**config.mk**
```make
export PLATFORM = sky130hd
export DESIGN_NAME = ili_cell
export DESIGN_NICKNAME = d
export VERILOG_FILES = /design/src/hw/rtl/ili_pkg.sv /design/src/hw/rtl/ili_cell.sv
export SDC_FILE = /design/constraint.sdc
export NUM_CORES = 1
export LEC_CHECK = 0
export ABC_CLOCK_PERIOD_IN_PS = 3700
export BUFFER_PORTS_ARGS = -buffer_cell sky130_fd_sc_hd__buf_2
export CORE_MARGIN = 2
export CORE_UTILIZATION = 38
export CTS_CLUSTER_SIZE = 12
export DETAILED_ROUTE_END_ITERATION = 8
export HOLD_SLACK_MARGIN = 0.03
export PLACE_DENSITY = 0.81
export SYNTH_ARGS = -nofsm -noshare
export SYNTH_HDL_FRONTEND = slang
export SYNTH_SLANG_ARGS = --single-unit
```
**constraint.sdc**
```tcl
create_clock -name clk -period 3.7 [get_ports clk]
set_input_delay 0.185 -clock clk [delete_from_list [all_inputs] [get_ports clk]]
set_output_delay 0.185 -clock clk [all_outputs]
set_load 0.1 [all_outputs]
```
**src/hw/rtl/ili_pkg.sv**
```systemverilog
// ----------------------------------------------------------------------------
// ili_pkg
// Operation and status codes and the per-cycle command shared by the list
// cells and the top level.
// ----------------------------------------------------------------------------
package ili_pkg;

  localparam logic [1:0] OP_INSERT      = 2'd0;
  localparam logic [1:0] OP_APPEND      = 2'd1;
  localparam logic [1:0] OP_DELETE_AT   = 2'd2;
  localparam logic [1:0] OP_DELETE_LAST = 2'd3;

  localparam logic [1:0] ST_DONE  = 2'd0;
  localparam logic [1:0] ST_FULL  = 2'd1;
  localparam logic [1:0] ST_RANGE = 2'd2;
  localparam logic [1:0] ST_EMPTY = 2'd3;

  localparam int DATA_W  = 32;
  localparam int POS_W   = 6;
  localparam int COUNT_W = 7;

  // Shift command broadcast to every cell for one cycle
  typedef struct packed {
    logic ins;
    logic del;
  } ili_cmd_t;

endpackage

```
**src/hw/rtl/ili_cell.sv**
```systemverilog
// ----------------------------------------------------------------------------
// ili_cell
// One list entry. Loads the new value, takes its lower neighbor on insert or
// its upper neighbor on delete, and offers its old value when it is the one
// being removed.
// ----------------------------------------------------------------------------
module ili_cell #(
  parameter int INDEX = 0,
  parameter int IDX_W = 7
) (
  input  logic                         clk,
  input  ili_pkg::ili_cmd_t            cmd,
  input  logic [IDX_W-1:0]             idx,
  input  logic [ili_pkg::DATA_W-1:0]   value,
  input  logic [ili_pkg::DATA_W-1:0]   lower_data,
  input  logic [ili_pkg::DATA_W-1:0]   upper_data,
  output logic [ili_pkg::DATA_W-1:0]   data,
  output logic [ili_pkg::DATA_W-1:0]   pick
);

  logic at_idx;
  logic above_idx;

  assign at_idx    = (idx == IDX_W'(INDEX));
  assign above_idx = (IDX_W'(INDEX) > idx);

  always_ff @(posedge clk) begin
    if (cmd.ins) begin
      if (above_idx) begin
        data <= lower_data;
      end else if (at_idx) begin
        data <= value;
      end
    end else if (cmd.del) begin
      if (above_idx || at_idx) begin
        data <= upper_data;
      end
    end
  end

  assign pick = (cmd.del && at_idx) ? data : '0;

endmodule

```
Word-level counts from Yosys, hierarchy flattened
Cells that the tools add are included.
{"block": "totals", "register_bits": 32, "inputBits": 106, "word_cells": 15}
{"block": "op_classes", "order_cmp": 1, "n_eq_ne": 1, "muxes": 6, "n_reduce_logical": 6}
{"cell": "32-bit two-way mux", "count": 6}
{"cell": "1-bit by 7-bit greater-than comparator with 1-bit output, first input constant", "count": 1}
{"cell": "7-bit logical NOT", "count": 1}
{"cell": "2-bit nonzero test", "count": 2}
{"cell": "3-bit by 1-bit inequality test with 1-bit output, second input constant", "count": 1}
{"cell": "3-bit AND reduction", "count": 1}
{"cell": "1-bit logical AND", "count": 1}
{"cell": "1-bit logical OR", "count": 1}

Depth between registers and ports, before layout
{"block": "logic_depth", "ltp_word": 5, "mapped_depth": 4, "ltp_nobuf": 2}

Worst setup path after synthesis
Ideal clock, no wire load.
{"block": "synth_timing", "path_type": "register to output", "start": "register data[0] (netlist bit)", "end": "output port pick[0] (netlist bit)", "t_arrival_ns": 3.118, "path_slack_ns": 0.397, "path_stages_with_launch": 3, "path_buffers": 0, "cell_sequence": "edfxtp_1 > inv_1 > nor3_1"}
{"block": "synth_between", "elab_chain_cells": 1}
{"item": "start, declared", "line_no": "ili_cell.sv:17", "source": "output logic [ili_pkg::DATA_W-1:0] data,"}
{"item": "start signal, assigned", "line_no": "ili_cell.sv:30", "source": "data <= lower_data;"}
{"item": "start signal, assigned", "line_no": "ili_cell.sv:32", "source": "data <= value;"}
{"item": "start signal, assigned", "line_no": "ili_cell.sv:36", "source": "data <= upper_data;"}
{"item": "32-bit two-way mux", "line_no": "ili_cell.sv:41", "source": "assign pick = (cmd.del && at_idx) ? data : '0;"}
{"item": "end, declared", "line_no": "ili_cell.sv:18", "source": "output logic [ili_pkg::DATA_W-1:0] pick"}
No other way between the ends.

Final worst setup path
{"block": "layout_timing", "start": "input port idx[3]", "end": "output port pick[31] (netlist bit)"}
{"block": "layout_between", "elab_chain_cells": 3}
{"item": "start, declared", "line_no": "ili_cell.sv:13", "source": "input logic [IDX_W-1:0] idx,"}
{"item": "7-bit logical NOT", "line_no": "ili_cell.sv:24", "source": "assign at_idx = (idx == IDX_W'(INDEX));"}
{"item": "1-bit logical AND", "line_no": "ili_cell.sv:41"}
{"item": "32-bit two-way mux", "line_no": "ili_cell.sv:41"}
No other way between the ends.

==> impl_metrics.csv <==
group,metric,value,unit
outcome,status,"finished, final reports clean",
layout,areaGrowthSynthToFinish,38.4,%
placed_design,pre_cts_ws,1280,ps
cts,cts_buffers,5,
critical_path,crit_fanout,32,
timing,max_freq,0.413,GHz
cts,cts_setup_buffers,0,
power_and_ir_drop,p_int,0.000587,W
power_and_ir_drop,combPwrFrac,14.4,%
cts,clockBufferDepth,2,
synth,syn_inst,145,
drt,dr_total_vias,1534,
hold_path,worstHoldPathType,"in2reg",
layout,regMostFlops,"data",
cts,cts_htree_levels,2,
cts,tritoncts,"built",
layout,largest_reg_flops,32,
global_routing,gr-usage-all-layers,15.3,%
power_and_ir_drop,clock_power_share,32.5,%
critical_path,crit_path_end_kind,"output pin",
synth,yosysTopAreaCellShare,49.5,%
drt,remaining_drc_errors,0,
placed_design,place_area,2610,sq um
synth,synth-seq-area-share,49.5,%
synth,synth_area_leaders,"edfxtp_1 49%, mux2_2 19%, nor3_2 14%",
cts,clockRootBuffer,"clkbuf_8",
power_and_ir_drop,swShare,22.9,%
drt,wire_per_inst,12.8,um
global_routing,grt_pass1_vias,1420,
power_and_ir_drop,ir_worst_vdd,0.000191,V
global_routing,antenna_found_initial,0,
timing,worstMarginPinSlew,1130,ps
timing,finalCriticalPeriod,2420,ps
flow_run,drv_cap,0,
cts,cts_resized,0,
hold_path,whs_path_depth,2,
timing,setup_tns,0,ps
timing,setup_slack,1280,ps
layout,insertedDiodeCount,0,
global_routing,globalRoute.totalOverflow,0,
synth,syn_area_per_cell,13.4,sq um
floorplanning,die_x,75.5,um
timing,period_share,65.4,%
cts,cts.sinks,32,
placed_design,dpl.hpwl,3280,um
power_and_ir_drop,power.density,283,nW/um^2
layout,fin_area,2690,sq um
cts,hold_buffers,0,
synth,synth_fp_nets,251,
synth,ys_seq_elements,32,
layout,fillCellCount,458,
global_routing,grt_pass1_wl,6390,um
floorplanning,start_util,38.8,%
power_and_ir_drop,power_leakage,1.28,nW
synth,synth.largest_area_cell,"edfxtp_1",
placed_design,place_congestion,0.687,
floorplanning,rows,26,
drt,postRouteAntennaNets,0,
synth,syn_area,1940,sq um
synth,yosysWarnings,0,
floorplanning,pin_count,170,
synth,synth_flop_cell,"edfxtp_1",
cts,cts.clk_slew.worst_paths,60,ps
drt,drt_iter0_markers,40,
layout,nets,385,
floorplanning,core_area,5010,sq um
floorplanning,dieArea,5700,sq um
critical_path,cp.arrival,2240,ps
critical_path,required,3510,ps
drt,via_per_inst,4.40,
synth,synthTopCellsByCount,"32 x edfxtp_1, 32 x inv_1, 32 x mux2_2",
timing,slew_headroom,24.7,%
global_routing,grt_start_max_net_pins,34,
timing,setup_violations,0,
layout,utilization,53.7,%
power_and_ir_drop,p_switching,0.000175,W
drt,dr.pass1.iters,4,
synth,ys_types,14,
layout,drive_gt1_share,75.3,%
timing,holdWs,209,ps
floorplanning,die_h,75.5,um
layout,top_regs,"data (32)",
critical_path,start_kind,"input pin",
synth,synth_edf_count,32,
timing,rsz0062_at_grt,"false",
drt,routed_wl,4460,um
critical_path,critical_path_class,"in2out",
placed_design,io_buffer_count,137,
timing,finalHoldViolCount,0,
power_and_ir_drop,power_frac_seq,53.1,%
timing,finalMaxSlewViolations,0,
synth,async_flop_share,0,%
## cell usage in the layout, fill, tap and decap left out
cell,Yosys,routed
edfxtp_1,32,32
nor3_2,27,27
or4_4,1,1
or4b_2,0,1
nor3_4,3,3
inv_1,32,32
clkbuf_1,1,1
buf_2,4,137
buf_4,0,2
nor2_1,2,2
nor4b_4,0,1
clkbuf_8,0,5
mux2_2,32,32
clkinv_2,0,1
nor3_1,2,2
## critical path, cell delays in order
cell and delay, ps:
buf_2 120, or4b_2 1150, nor3_1 300, buf_2 480
## cells by family after synthesis
family                 count (synthesis)  synth area share [%]
muxes                                 32                  18.5
DFF                                   32                  49.5
buffers and inverters                 44                  12.8
and+or+nand+nor                       37                  19.2
## power by group through the flow
stage                     Combinational, W  Sequential (W)  Clock (W)
after floorplan                  0.0000564        0.000426          0
after global placement            0.000108        0.000412          0
after detailed placement          0.000111        0.000412          0
after CTS                         0.000112        0.000405   0.000258
after global routing              0.000120        0.000405   0.000271
final                             0.000110        0.000405   0.000248
## metal layers
layer  GRT usage [%]  routed length (um)  vias to the layer above
met4            6.43                  67                        0
met5               0                   0                        -
met1            17.6                1730                      693
met3            4.50                 324                        6
met2            26.5                2330                       75
li1                -                   -                      760
## through the flow
step                      total power [W]  instances
after floorplan                  0.000482        145
after global placement           0.000520        342
after detailed placement         0.000523        342
after CTS                        0.000775        349
after global routing             0.000796        349
final                            0.000762        349
## path summary, 6_finish.rpt
path / from / endpoint / slack [ps]
hold / removal: value[14] / data[14] / 210
setup / recovery: idx[3] / pick[31] / 1280
## area by class of cell
class / count / area, sq um / area share (%)
clock buffers: 6 / 72.6 / 2.70
clock inverters: 1 / 5.00 / 0.186
multi-input cells: 69 / 742 / 27.6
repair buffers: 139 / 701 / 26.1
well taps: 70 / 87.6 / 3.26
flip-flops and latches: 32 / 961 / 35.7
inverters: 32 / 120 / 4.47
Note: power is estimated with default switching activity, not from simulation.
